<file path="config.mk">
export PLATFORM = sky130hd
export DESIGN_NAME = ordered_unique_set_table
export DESIGN_NICKNAME = d
export VERILOG_FILES = /design/src/oust_pkg.sv /design/src/oust_ram.sv /design/src/oust_engine.sv /design/src/ordered_unique_set_table.sv
export VERILOG_INCLUDE_DIRS = /design/src /design/src/src
export SDC_FILE = /design/constraint.sdc
export NUM_CORES = 2
export LEC_CHECK = 0
export BUFFER_PORTS_ARGS = -buffer_cell sky130_fd_sc_hd__buf_2
export CORE_AREA = 2 2 541 543
export DETAILED_ROUTE_END_ITERATION = 10
export DIE_AREA = 0 0 543 545
export PLACE_DENSITY = 0.41
export SLEW_MARGIN = 20
export SYNTH_ARGS = -nofsm -noshare
export SYNTH_HDL_FRONTEND = slang
export SYNTH_SLANG_ARGS = --single-unit
</file>
<file path="constraint.sdc">
create_clock -name clk_i -period 5.35 [get_ports clk_i]
set_input_delay 0.535 -clock clk_i [delete_from_list [all_inputs] [get_ports clk_i]]
set_output_delay 0.535 -clock clk_i [all_outputs]
set_load 0.005 [all_outputs]
</file>
<file path="src/ordered_unique_set_table_defines.svh">
// Assertion macros shared by the ordered unique set table RTL.
// The macros expect clk_i and rst_ni to be visible where they are used.
`ifndef ORDERED_UNIQUE_SET_TABLE_DEFINES_SVH
`define ORDERED_UNIQUE_SET_TABLE_DEFINES_SVH

// Property must hold at every clock edge outside reset.
`define OUST_ASSERT(lbl, prop, msg) \
  lbl: assert property (@(posedge clk_i) disable iff (!rst_ni) (prop)) \
    else $error(msg);

// Condition must never be true at a clock edge outside reset.
`define OUST_NEVER(lbl, cond, msg) \
  lbl: assert property (@(posedge clk_i) disable iff (!rst_ni) !(cond)) \
    else $error(msg);

`endif

</file>
<file path="src/oust_pkg.sv">
// Package for the ordered unique set table: request and result types, codes, constants.
// Depends on nothing; used by the engine and the top level.
`timescale 1ns / 1ps

package oust_pkg;

  localparam int unsigned KIND_W       = 2;
  localparam int unsigned DATA_W       = 32;
  localparam int unsigned INDEX_W      = 7;
  localparam int unsigned COUNT_W      = 7;
  localparam int unsigned CAPACITY_DEF = 64;

  // Data returned by a read-at request whose index is not below the count.
  localparam logic signed [DATA_W-1:0] READ_MISS = -32'sd1;

  typedef enum logic [KIND_W-1:0] {
    KIND_INSERT   = 2'd0,
    KIND_ERASE    = 2'd1,
    KIND_CONTAINS = 2'd2,
    KIND_READ     = 2'd3
  } kind_e;

  typedef struct packed {
    kind_e                     kind;
    logic signed [DATA_W-1:0]  value;
    logic        [INDEX_W-1:0] index;
  } req_t;

  typedef struct packed {
    logic                      present;
    logic                      refused_full;
    logic                      in_range;
    logic signed [DATA_W-1:0]  data;
    logic        [COUNT_W-1:0] count;
  } res_t;

endpackage

</file>
<file path="src/oust_ram.sv">
// Generic single-write, single-read RAM with a registered read port.
// Depends on nothing.
`timescale 1ns / 1ps

module oust_ram #(
  parameter  int unsigned Width = 32,
  parameter  int unsigned Depth = 64,
  localparam int unsigned AddrW = (Depth > 1) ? $clog2(Depth) : 1
) (
  input  logic             clk_i,
  input  logic             we_i,
  input  logic [AddrW-1:0] waddr_i,
  input  logic [Width-1:0] wdata_i,
  input  logic [AddrW-1:0] raddr_i,
  output logic [Width-1:0] rdata_o
);

  logic [Width-1:0] mem_q [Depth];
  logic [Width-1:0] rdata_q;

  always_ff @(posedge clk_i) begin
    if (we_i) begin
      mem_q[waddr_i] <= wdata_i;
    end
    rdata_q <= mem_q[raddr_i];
  end

  assign rdata_o = rdata_q;

endmodule

</file>
<file path="src/oust_engine.sv">
// Sequencer of the ordered unique set table: scans, shifts and reads the entry RAM.
// Depends on oust_pkg, oust_ram and ordered_unique_set_table_defines.svh.
`timescale 1ns / 1ps
`include "ordered_unique_set_table_defines.svh"

module oust_engine #(
  parameter int unsigned Capacity = oust_pkg::CAPACITY_DEF
) (
  input  logic            clk_i,
  input  logic            rst_ni,
  input  logic            start_i,
  input  oust_pkg::req_t  req_i,
  output logic            ready_o,
  output logic            res_valid_o,
  input  logic            res_ready_i,
  output oust_pkg::res_t  res_o
);

  import oust_pkg::*;

  localparam int unsigned AW   = (Capacity > 1) ? $clog2(Capacity) : 1;
  localparam int unsigned CW   = $clog2(Capacity + 1);
  localparam int unsigned CMPW = (CW > INDEX_W) ? CW : INDEX_W;

  typedef enum logic [2:0] {
    ST_IDLE,
    ST_SCAN,
    ST_SHIFT,
    ST_READ,
    ST_RESP
  } state_e;

  state_e          state_q, state_d;
  req_t            req_q, req_d;
  res_t            res_q, res_d;
  logic [CW-1:0]   count_q, count_d;
  logic [CW-1:0]   ptr_q, ptr_d;
  logic [CW-1:0]   cptr_q, cptr_d;
  logic            vld_q, vld_d;

  logic              ram_we;
  logic [AW-1:0]     ram_waddr;
  logic [DATA_W-1:0] ram_wdata;
  logic [AW-1:0]     ram_raddr;
  logic [DATA_W-1:0] ram_rdata;

  oust_ram #(
    .Width (DATA_W),
    .Depth (Capacity)
  ) u_ram (
    .clk_i   (clk_i),
    .we_i    (ram_we),
    .waddr_i (ram_waddr),
    .wdata_i (ram_wdata),
    .raddr_i (ram_raddr),
    .rdata_o (ram_rdata)
  );

  always_comb begin
    logic issue;
    logic hit;
    issue = ptr_q < count_q;
    hit   = vld_q && (ram_rdata == $unsigned(req_q.value));

    state_d   = state_q;
    req_d     = req_q;
    res_d     = res_q;
    count_d   = count_q;
    ptr_d     = ptr_q;
    cptr_d    = cptr_q;
    vld_d     = vld_q;
    ram_we    = 1'b0;
    ram_waddr = AW'(cptr_q);
    ram_wdata = ram_rdata;
    ram_raddr = AW'(ptr_q);

    case (state_q)
      ST_IDLE: begin
        ram_raddr = AW'(req_i.index);
        if (start_i) begin
          req_d = req_i;
          res_d = '0;
          ptr_d = '0;
          vld_d = 1'b0;
          if (req_i.kind == KIND_READ) begin
            if (CMPW'(req_i.index) < CMPW'(count_q)) begin
              state_d = ST_READ;
            end else begin
              res_d.data = READ_MISS;
              state_d    = ST_RESP;
            end
          end else begin
            state_d = ST_SCAN;
          end
        end
      end

      ST_SCAN: begin
        if (hit) begin
          // First match sits at cptr_q.
          res_d.present = 1'b1;
          if (req_q.kind == KIND_ERASE) begin
            ptr_d   = cptr_q + CW'(1);
            vld_d   = 1'b0;
            state_d = ST_SHIFT;
          end else begin
            state_d = ST_RESP;
          end
        end else if (!vld_q && !issue) begin
          // Every entry compared without a match.
          if (req_q.kind == KIND_INSERT) begin
            if (count_q == CW'(Capacity)) begin
              res_d.refused_full = 1'b1;
            end else begin
              ram_we    = 1'b1;
              ram_waddr = AW'(count_q);
              ram_wdata = req_q.value;
              count_d   = count_q + CW'(1);
            end
          end
          state_d = ST_RESP;
        end else begin
          vld_d  = issue;
          cptr_d = ptr_q;
          if (issue) begin
            ptr_d = ptr_q + CW'(1);
          end
        end
      end

      ST_SHIFT: begin
        // Entry read last cycle moves down one place.
        if (vld_q) begin
          ram_we = 1'b1;
        end
        if (!vld_q && !issue) begin
          count_d = count_q - CW'(1);
          state_d = ST_RESP;
        end else begin
          vld_d = issue;
          if (issue) begin
            cptr_d = ptr_q - CW'(1);
            ptr_d  = ptr_q + CW'(1);
          end
        end
      end

      ST_READ: begin
        res_d.in_range = 1'b1;
        res_d.data     = $signed(ram_rdata);
        state_d        = ST_RESP;
      end

      ST_RESP: begin
        if (res_ready_i) begin
          state_d = ST_IDLE;
        end
      end

      default: begin
        state_d = ST_IDLE;
      end
    endcase

    if (state_d == ST_RESP) begin
      res_d.count = COUNT_W'(count_d);
    end
  end

  always_ff @(posedge clk_i or negedge rst_ni) begin
    if (!rst_ni) begin
      state_q <= ST_IDLE;
      count_q <= '0;
      vld_q   <= 1'b0;
    end else begin
      state_q <= state_d;
      count_q <= count_d;
      vld_q   <= vld_d;
    end
  end

  always_ff @(posedge clk_i) begin
    req_q  <= req_d;
    res_q  <= res_d;
    ptr_q  <= ptr_d;
    cptr_q <= cptr_d;
  end

  assign ready_o     = (state_q == ST_IDLE);
  assign res_valid_o = (state_q == ST_RESP);
  assign res_o       = res_q;

  `OUST_ASSERT(a_count_bound, count_q <= CW'(Capacity), "entry count above capacity")
  `OUST_NEVER(a_present_refused, res_valid_o && res_q.present && res_q.refused_full,
    "refused insert reported a present value")
  `OUST_ASSERT(a_refused_full, (res_valid_o && res_q.refused_full) |-> (count_q == CW'(Capacity)),
    "insert refused while table has room")
  `OUST_ASSERT(a_shift_write, (state_q == ST_SHIFT && ram_we) |-> (cptr_q + CW'(1) < count_q),
    "shift writes outside the occupied entries")

endmodule

</file>
<file path="src/ordered_unique_set_table.sv">
// Top level of the ordered unique set table: input capture and output register.
// Depends on oust_pkg, oust_engine and oust_ram.
`timescale 1ns / 1ps

// Usage
// The input channel (in_valid_i / in_ready_o) carries one request per transaction:
// kind_i selects insert, erase, contains or read-at, value_i is the value to
// insert, erase or test, index_i the position for a read-at. The output channel
// (out_valid_o / out_ready_i) returns exactly one result transaction per request,
// in request order, with the entry count after the request.
// Entries live in a single RAM with a registered read port, and a small sequencer
// walks it one entry per cycle. A read-at fetches its entry in a read state, or
// goes straight to the result when the index misses. Contains, insert and erase
// scan the entries in order until a match or the end. A present erase finds its
// entry and then moves each later entry down one place, one per cycle. The one RAM
// read port serves both the scan and the shift.
// in_ready_o is high only while the sequencer is idle, one request at a time.
// A finished result moves into the output register, so a new request is taken
// while the receiver stalls; a second result then waits inside the sequencer.
// Reset empties the table (count zero); the RAM contents need no clearing.

module ordered_unique_set_table #(
  parameter int unsigned Capacity = oust_pkg::CAPACITY_DEF
) (
  input  logic                                clk_i,
  input  logic                                rst_ni,
  input  logic                                in_valid_i,
  output logic                                in_ready_o,
  input  logic        [oust_pkg::KIND_W-1:0]  kind_i,
  input  logic signed [oust_pkg::DATA_W-1:0]  value_i,
  input  logic        [oust_pkg::INDEX_W-1:0] index_i,
  output logic                                out_valid_o,
  input  logic                                out_ready_i,
  output logic                                present_o,
  output logic                                refused_full_o,
  output logic                                in_range_o,
  output logic signed [oust_pkg::DATA_W-1:0]  data_o,
  output logic        [oust_pkg::COUNT_W-1:0] count_o
);

  import oust_pkg::*;

  req_t req;
  res_t eng_res;
  logic eng_ready;
  logic eng_res_valid;
  logic load;

  logic out_valid_q, out_valid_d;
  res_t out_q;

  // Pack the request fields; the kind code is taken as it stands.
  always_comb begin
    req.kind  = kind_e'(kind_i);
    req.value = value_i;
    req.index = index_i;
  end

  oust_engine #(
    .Capacity (Capacity)
  ) u_engine (
    .clk_i       (clk_i),
    .rst_ni      (rst_ni),
    .start_i     (in_valid_i && eng_ready),
    .req_i       (req),
    .ready_o     (eng_ready),
    .res_valid_o (eng_res_valid),
    .res_ready_i (load),
    .res_o       (eng_res)
  );

  // The output register takes a new result when it is empty or being drained.
  assign load = eng_res_valid && (!out_valid_q || out_ready_i);

  always_comb begin
    out_valid_d = out_valid_q;
    if (load) begin
      out_valid_d = 1'b1;
    end else if (out_ready_i) begin
      out_valid_d = 1'b0;
    end
  end

  always_ff @(posedge clk_i or negedge rst_ni) begin
    if (!rst_ni) begin
      out_valid_q <= 1'b0;
    end else begin
      out_valid_q <= out_valid_d;
    end
  end

  always_ff @(posedge clk_i) begin
    if (load) begin
      out_q <= eng_res;
    end
  end

  assign in_ready_o     = eng_ready;
  assign out_valid_o    = out_valid_q;
  assign present_o      = out_q.present;
  assign refused_full_o = out_q.refused_full;
  assign in_range_o     = out_q.in_range;
  assign data_o         = out_q.data;
  assign count_o        = out_q.count;

endmodule

</file>
# Word level (Yosys, flattened, before mapping)
# Memories as Yosys holds them, arrays and structs flattened. A register that Yosys moved wholly into a read port is not among the register bits.
# Cells that the tools add are included.
[totals]
regBits = 144
mem_bits_rw = 2048
in_bits = 45
out_inout_bits = 44
elab_cells = 132
mem_count = 1
[op_classes]
addsub = 5
magnitude_cmp = 2
n_eq_ne = 19
mux = 63
n_reduce_logical = 24
[memory_table]
columns = ["memory", "words", "width", "rd", "rd_ports_with_merged_regs", "write_ports", "line_no", "text"]
rows = [
  ["u_engine.u_ram.mem_q", 64, 32, 1, 1, 1, "oust_ram.sv:18", "logic [Width-1:0] mem_q [Depth];"],
]
[op_table]
columns = ["operator", "n"]
rows = [
  ["two-way mux 32 bit", 7],
  ["two-way mux 7 bit", 16],
  ["one-hot mux 33 bit (2 select lines)", 1],
  ["two-way mux 42 bit", 1],
  ["two-way mux 6 bit", 6],
  ["== test 32 bit", 1],
  ["one-hot mux 7 bit (2 select lines)", 2],
  ["adder 7 x 1 -> 7 bit (second input constant)", 3],
  ["two-way mux 3 bit", 7],
  ["one-hot mux 7 bit (3 select lines)", 1],
  ["two-way mux 1 bit", 18],
  ["one-hot mux 3 bit (5 select lines)", 1],
  ["less-than comparator 7 bit", 2],
  ["subtractor 7 x 1 -> 7 bit (second input constant)", 2],
  ["inequality test 2 x 1 -> 1 bit (second input constant)", 6],
  ["nonzero test 2 bit", 6],
  ["== test 7 bit (second input constant)", 1],
  ["== test 3 x 2 -> 1 bit (second input constant)", 2],
  ["== test 3 bit (second input constant)", 2],
  ["inequality test 2 bit (second input constant)", 3],
  ["AND reduction 2 bit", 3],
  ["AND reduction 3 bit", 2],
  ["AND reduction 6 bit", 1],
  ["AND reduction 5 bit", 1],
  ["other kinds (13)", 18],
]

# Logic depth before layout (Yosys ltp)
[depth]
ltp_word = 9
depth_mapped = 16

# By module
# From an unflattened synthesis, not the netlist that was laid out.
[unflattened]
cells_unflattened = 3805
area_unflattened_um2 = 85274.3
[by_module_without_submodules]
columns = ["mod", "n_inst", "cells_per_inst", "area_per_inst_um2", "seq_area_each_um2"]
rows = [
  ["oust_ram", 1, 3324, 78512.8, 62139.6],
  ["oust_engine", 1, 434, 5450.2, 2977.9],
  ["ordered_unique_set_table", 1, 47, 1311.3, 1286.2],
]

# Least setup slack after synthesis
# No wires, ideal clock.
[synth_path]
path_type = "register to register"
startpoint = "reg u_engine.count_q[4]"
endpoint = "mem u_engine.u_ram.mem_q[33][0] (enable)"
arrival_ps = 3739
path_slack_ps = 1190
stages_incl_launch_ff = 12
path_buffers = 2
period_less_slack_ps = 4160
path_cell_list = "dfrtp_1 > clkbuf_1 > inv_1 > ha_1 > a21o_1 > a211oi_1 > o21ai_0 > and3_1 > nand2_1 > clkbuf_1 > a31oi_1 > nor2_1"
[synth_between]
elab_chain_cells = 8
elab_cells_between_ends = 16
[synth_lines]
columns = ["element", "line_no", "text"]
rows = [
  ["start, declared", "oust_engine.sv:36", "logic [CW-1:0] count_q, count_d;"],
  ["start signal, assigned", "oust_engine.sv:177", "count_q <= count_d;"],
  ["less-than comparator 7 bit or == test 7 bit (tied branches)", "oust_engine.sv:62, oust_engine.sv:112", ""],
  ["zero test 1 bit or two-way mux 1 bit (tied branches)", "oust_engine.sv:109, oust_engine.sv:112", ""],
  ["logical AND 1 bit or two-way mux 1 bit (tied branches)", "oust_engine.sv:109, oust_engine.sv:111", ""],
  ["two-way mux 1 bit", "oust_engine.sv:109", "end else if (!vld_q && !issue) begin"],
  ["two-way mux 1 bit", "oust_engine.sv:99", "if (hit) begin"],
  ["one-hot mux 1 bit (2 select lines)", "oust_engine.sv:77", "case (state_q)"],
  ["two-way mux 1 bit", "oust_ram.sv:22", "if (we_i) begin"],
  ["two-way mux 1 bit (not written as such)", "oust_ram.sv:23", "mem_q[waddr_i] <= wdata_i;"],
  ["end, declared", "oust_ram.sv:18", ""],
]
# Parallel ways exist; a longest one is shown, timed or not.

# Final worst setup path
[layout_path]
startpoint = "reg u_engine.state_q[0]"
endpoint = "reg u_engine.u_ram.rdata_q[13] (netlist: u_engine.u_ram.rdata_o[13]) (read register of u_engine.u_ram.mem_q)"
[layout_between]
elab_chain_cells = 2
[layout_lines]
columns = ["element", "line_no", "text"]
rows = [
  ["start, declared", "oust_engine.sv:33", "state_e state_q, state_d;"],
  ["start signal, assigned", "oust_engine.sv:176", "state_q <= state_d;"],
  ["zero test 3 bit", "oust_engine.sv:77", ""],
  ["two-way mux 6 bit", "oust_engine.sv:77", ""],
  ["end, declared", "oust_ram.sv:19", "logic [Width-1:0] rdata_q;"],
]
# Every way passes these cells.
# A chain may end at the register's enable or synchronous reset.

==> results.json <==
{
  "status": "finished, final reports clean",
  "grt_usage_pct": 22.7,
  "synth_area_leader_cell": "edfxtp_1",
  "num_rows": 198,
  "pre_cts_ws_ps": 518,
  "skew_ps": 65.2,
  "holdWs_ps": 108,
  "viasPerCell": 5.29,
  "async_reset_ff_share_pct": 0.540,
  "grt_max_degree": 126,
  "synth.avg_cell_area_um2": 15.9,
  "wl_mm": 342,
  "worstPathCellList": "or3_1, clkinv_2, buf_4, a21oi_4, buf_12, buf_4, mux4_2, a22oi_1, nand4_1, or3_1",
  "synth_flop_cell": "edfxtp_1",
  "die_area_um2": 296000,
  "setup_viol": 0,
  "drive_gt1_share_pct": 18.6,
  "ff2ff_path_depth": 10,
  "most-common-layout-cells": "edfxtp_1, nand2_1, nand3_1",
  "avgRoutedWirePerCell_um": 34.4,
  "worstPathRequired_ps": 6130,
  "synth_edf_count": 2180,
  "path_clk_slew_ps": 60,
  "multi_input_area_um2": 19600,
  "synth-seq-cells": 2224,
  "nets": 5886,
  "fin_crit_sh_pct": 89.9,
  "postRouteAntennaNets": 0,
  "drv_cap": 0,
  "critPathLaunchType": "flop",
  "syn_to_final_growth_pct": 18.8,
  "dp_hpwl_mm": 214,
  "start_util_pct": 29.9,
  "final_common_cell": "edfxtp_1",
  "hold_path_class": "in2async",
  "ir_drop_v": 0.000375,
  "endpoint_kind": "flop",
  "cts_buffers": 244,
  "dieHeight_um": 545,
  "hold_violations": 0,
  "period_minus_slack_ps": 4810,
  "ff_latch_area_um2": 66400,
  "cts.repair.resized": 0,
  "max_stage_delay_ps": 770,
  "fp.dieW_um": 543,
  "syn_nets": 5507,
  "nFillCells": 27600,
  "yosysUniqueCellTypes": 68,
  "place.port_buffers": 88,
  "netlist_area_um2": 86600,
  "slew_headroom_pct": 18.2,
  "worstMarginPinSlew_ps": 1230,
  "first_pass_iters": 5,
  "p_leak_nw": 33.6,
  "rsz0062_at_grt": "false",
  "crit_slowest_cell": "a21oi_4",
  "cts_sinks": 2224,
  "cts_root_buf": "clkbuf_16",
  "arrival_ps": 5590,
  "drt_iter0_markers": 6386,
  "drc": 0,
  "vias": 52600,
  "cts_tree": "built",
  "gp_congestion": 0.856,
  "synthTopCellsByArea": "edfxtp_1, mux4_2, nand2_1, nand3_1, buf_2",
  "setup_ws_ps": 542,
  "grt_remaining_overflow": 0,
  "h-tree-depth": 4,
  "r2r_setup_slack_ps": 540,
  "syn_inst": 5445,
  "fmax_mhz": 208,
  "p_per_area_nw_per_um2": 606,
  "crit_fanout": 36,
  "clkLatencyLatePin_ps": 930,
  "critPathKind": "reg2reg",
  "grt_pass1_vias": 50500,
  "ys_seq_area_share_pct": 76.6,
  "synth_top_area_share_pct": 75.6,
  "io_pins": 89,
  "core-area_um2": 290000,
  "setup-tns-final_ps": 0,
  "synth-warning-count": 0,
  "final_max_slew_viol_count": 0,
  "clock_path_buffers": 4,
  "antenna_found_initial": 25,
  "grt_pass1_wl_mm": 458
}
## power breakdown
group,total [mW],switching [mW],internal (mW)
clock network,16.4,7.02,9.35
logic,22.5,16.2,6.27
registers,23.6,1.02,22.5
## state kept, by name, indices dropped and copies added (netlist names)
| name | count |
|---|---|
| u_engine.ptr_q | 7 |
| present_o | 1 |
| count_o | 7 |
| u_engine.cptr_q | 7 |
| u_engine.res_o | 42 |
| u_engine.u_ram.rdata_o | 32 |
| data_o | 32 |
| out_valid_o | 1 |
| u_engine.req_q | 34 |
| u_engine.state_q | 3 |
| u_engine.vld_q | 1 |
| in_range_o | 1 |
| u_engine.count_q | 7 |
| u_engine.u_ram.mem_q | 2048 |
| refused_full_o | 1 |
## synthesized netlist by cell type (6+ instances only)
cell and count:
edfxtp_1 2180, nand4_1 57, and2_1 10, mux4_2 218, o2111ai_1 33, or2_1 8
o211ai_1 18, nand2b_1 12, a32oi_1 40, buf_6 9, nor2b_1 10, a211oi_1 25
nor3_1 20, mux2i_1 44, a21o_1 37, a22oi_1 70, nor4_1 20, and3_1 88
xnor2_1 39, ha_1 17, dfrtp_1 12, xor2_1 12, buf_2 147, nor2_1 145
buf_1 29, clkbuf_1 109, a32o_1 6, buf_4 17, and4_1 9, o21ai_0 33
a221oi_1 16, nand2_1 1191, a31oi_1 100, o22ai_1 10, a221o_1 9, inv_1 13
a21oi_1 97, a2111oi_0 13, nand3_1 412, dfxtp_1 32, a311oi_1 19
## final timing paths
kind	end	from
worst min-delay path	u_engine.state_q[2]	rst_ni
worst max register to register	u_engine.u_ram.rdata_o[13]	u_engine.state_q[0]
worst max-delay path	u_engine.u_ram.rdata_o[13]	u_engine.state_q[0]
worst min register to register	refused_full_o	u_engine.res_o[40]
min in group clk_i	u_engine.state_q[0]	index_i[6]
max in group asynchronous	u_engine.state_q[0]	rst_ni
## final cells by class
cell class / instances / area share [%]
antenna: 16 / 0.0389
clock buffer: 317 / 6.29
clock inverter: 129 / 1.11
inverter: 15 / 0.0559
multi-input combinational: 2895 / 19.0
sequential: 2224 / 64.5
tap: 3900 / 4.74
timing repair buffer: 444 / 4.22
## cells by family after synthesis
group | after synthesis | synth area share (%)
fa+ha+maj | 17 | 0.245
buf+inv | 326 | 1.78
mux | 264 | 6.20
compound gates | 556 | 4.55
simple gates | 2007 | 10.1
xor+xnor | 51 | 0.516
flops | 2224 | 76.6
## critical path: cells and delay by family (launching register included)
kind,cells,cell delay [ps]
compound gates,2,1020
simple gates,3,1260
flops,1,560
mux,1,570
buf+inv,4,1200
## stage by stage
step                      util, %  total power [mW]  instance area [µm²]  instances
after floorplan                 -              34.7                86600       5445
after global placement       32.7              46.3                94800       9437
after detailed placement     32.7              46.4                94900       9441
after CTS                    35.5              62.8               103000       9923
after global routing         35.5              64.5               103000       9931
final                        35.5              62.4               103000       9940
## repair_timing
item	CTS	global route
hold buffers	36	0
setup buffers	0	0
endpoints found under the hold margin	47	0
## layer usage
| layer | global-route usage, % | vias up | routed length [µm] |
|---|---|---|---|
| met5 | 0 | - | 13 |
| met4 | 8.37 | 2 | 13300 |
| met3 | 3.90 | 447 | 23500 |
| met2 | 35.9 | 2203 | 158000 |
| met1 | 31.2 | 28100 | 147000 |
| li1 | - | 21900 | - |
(Power assumes the default switching activity.)
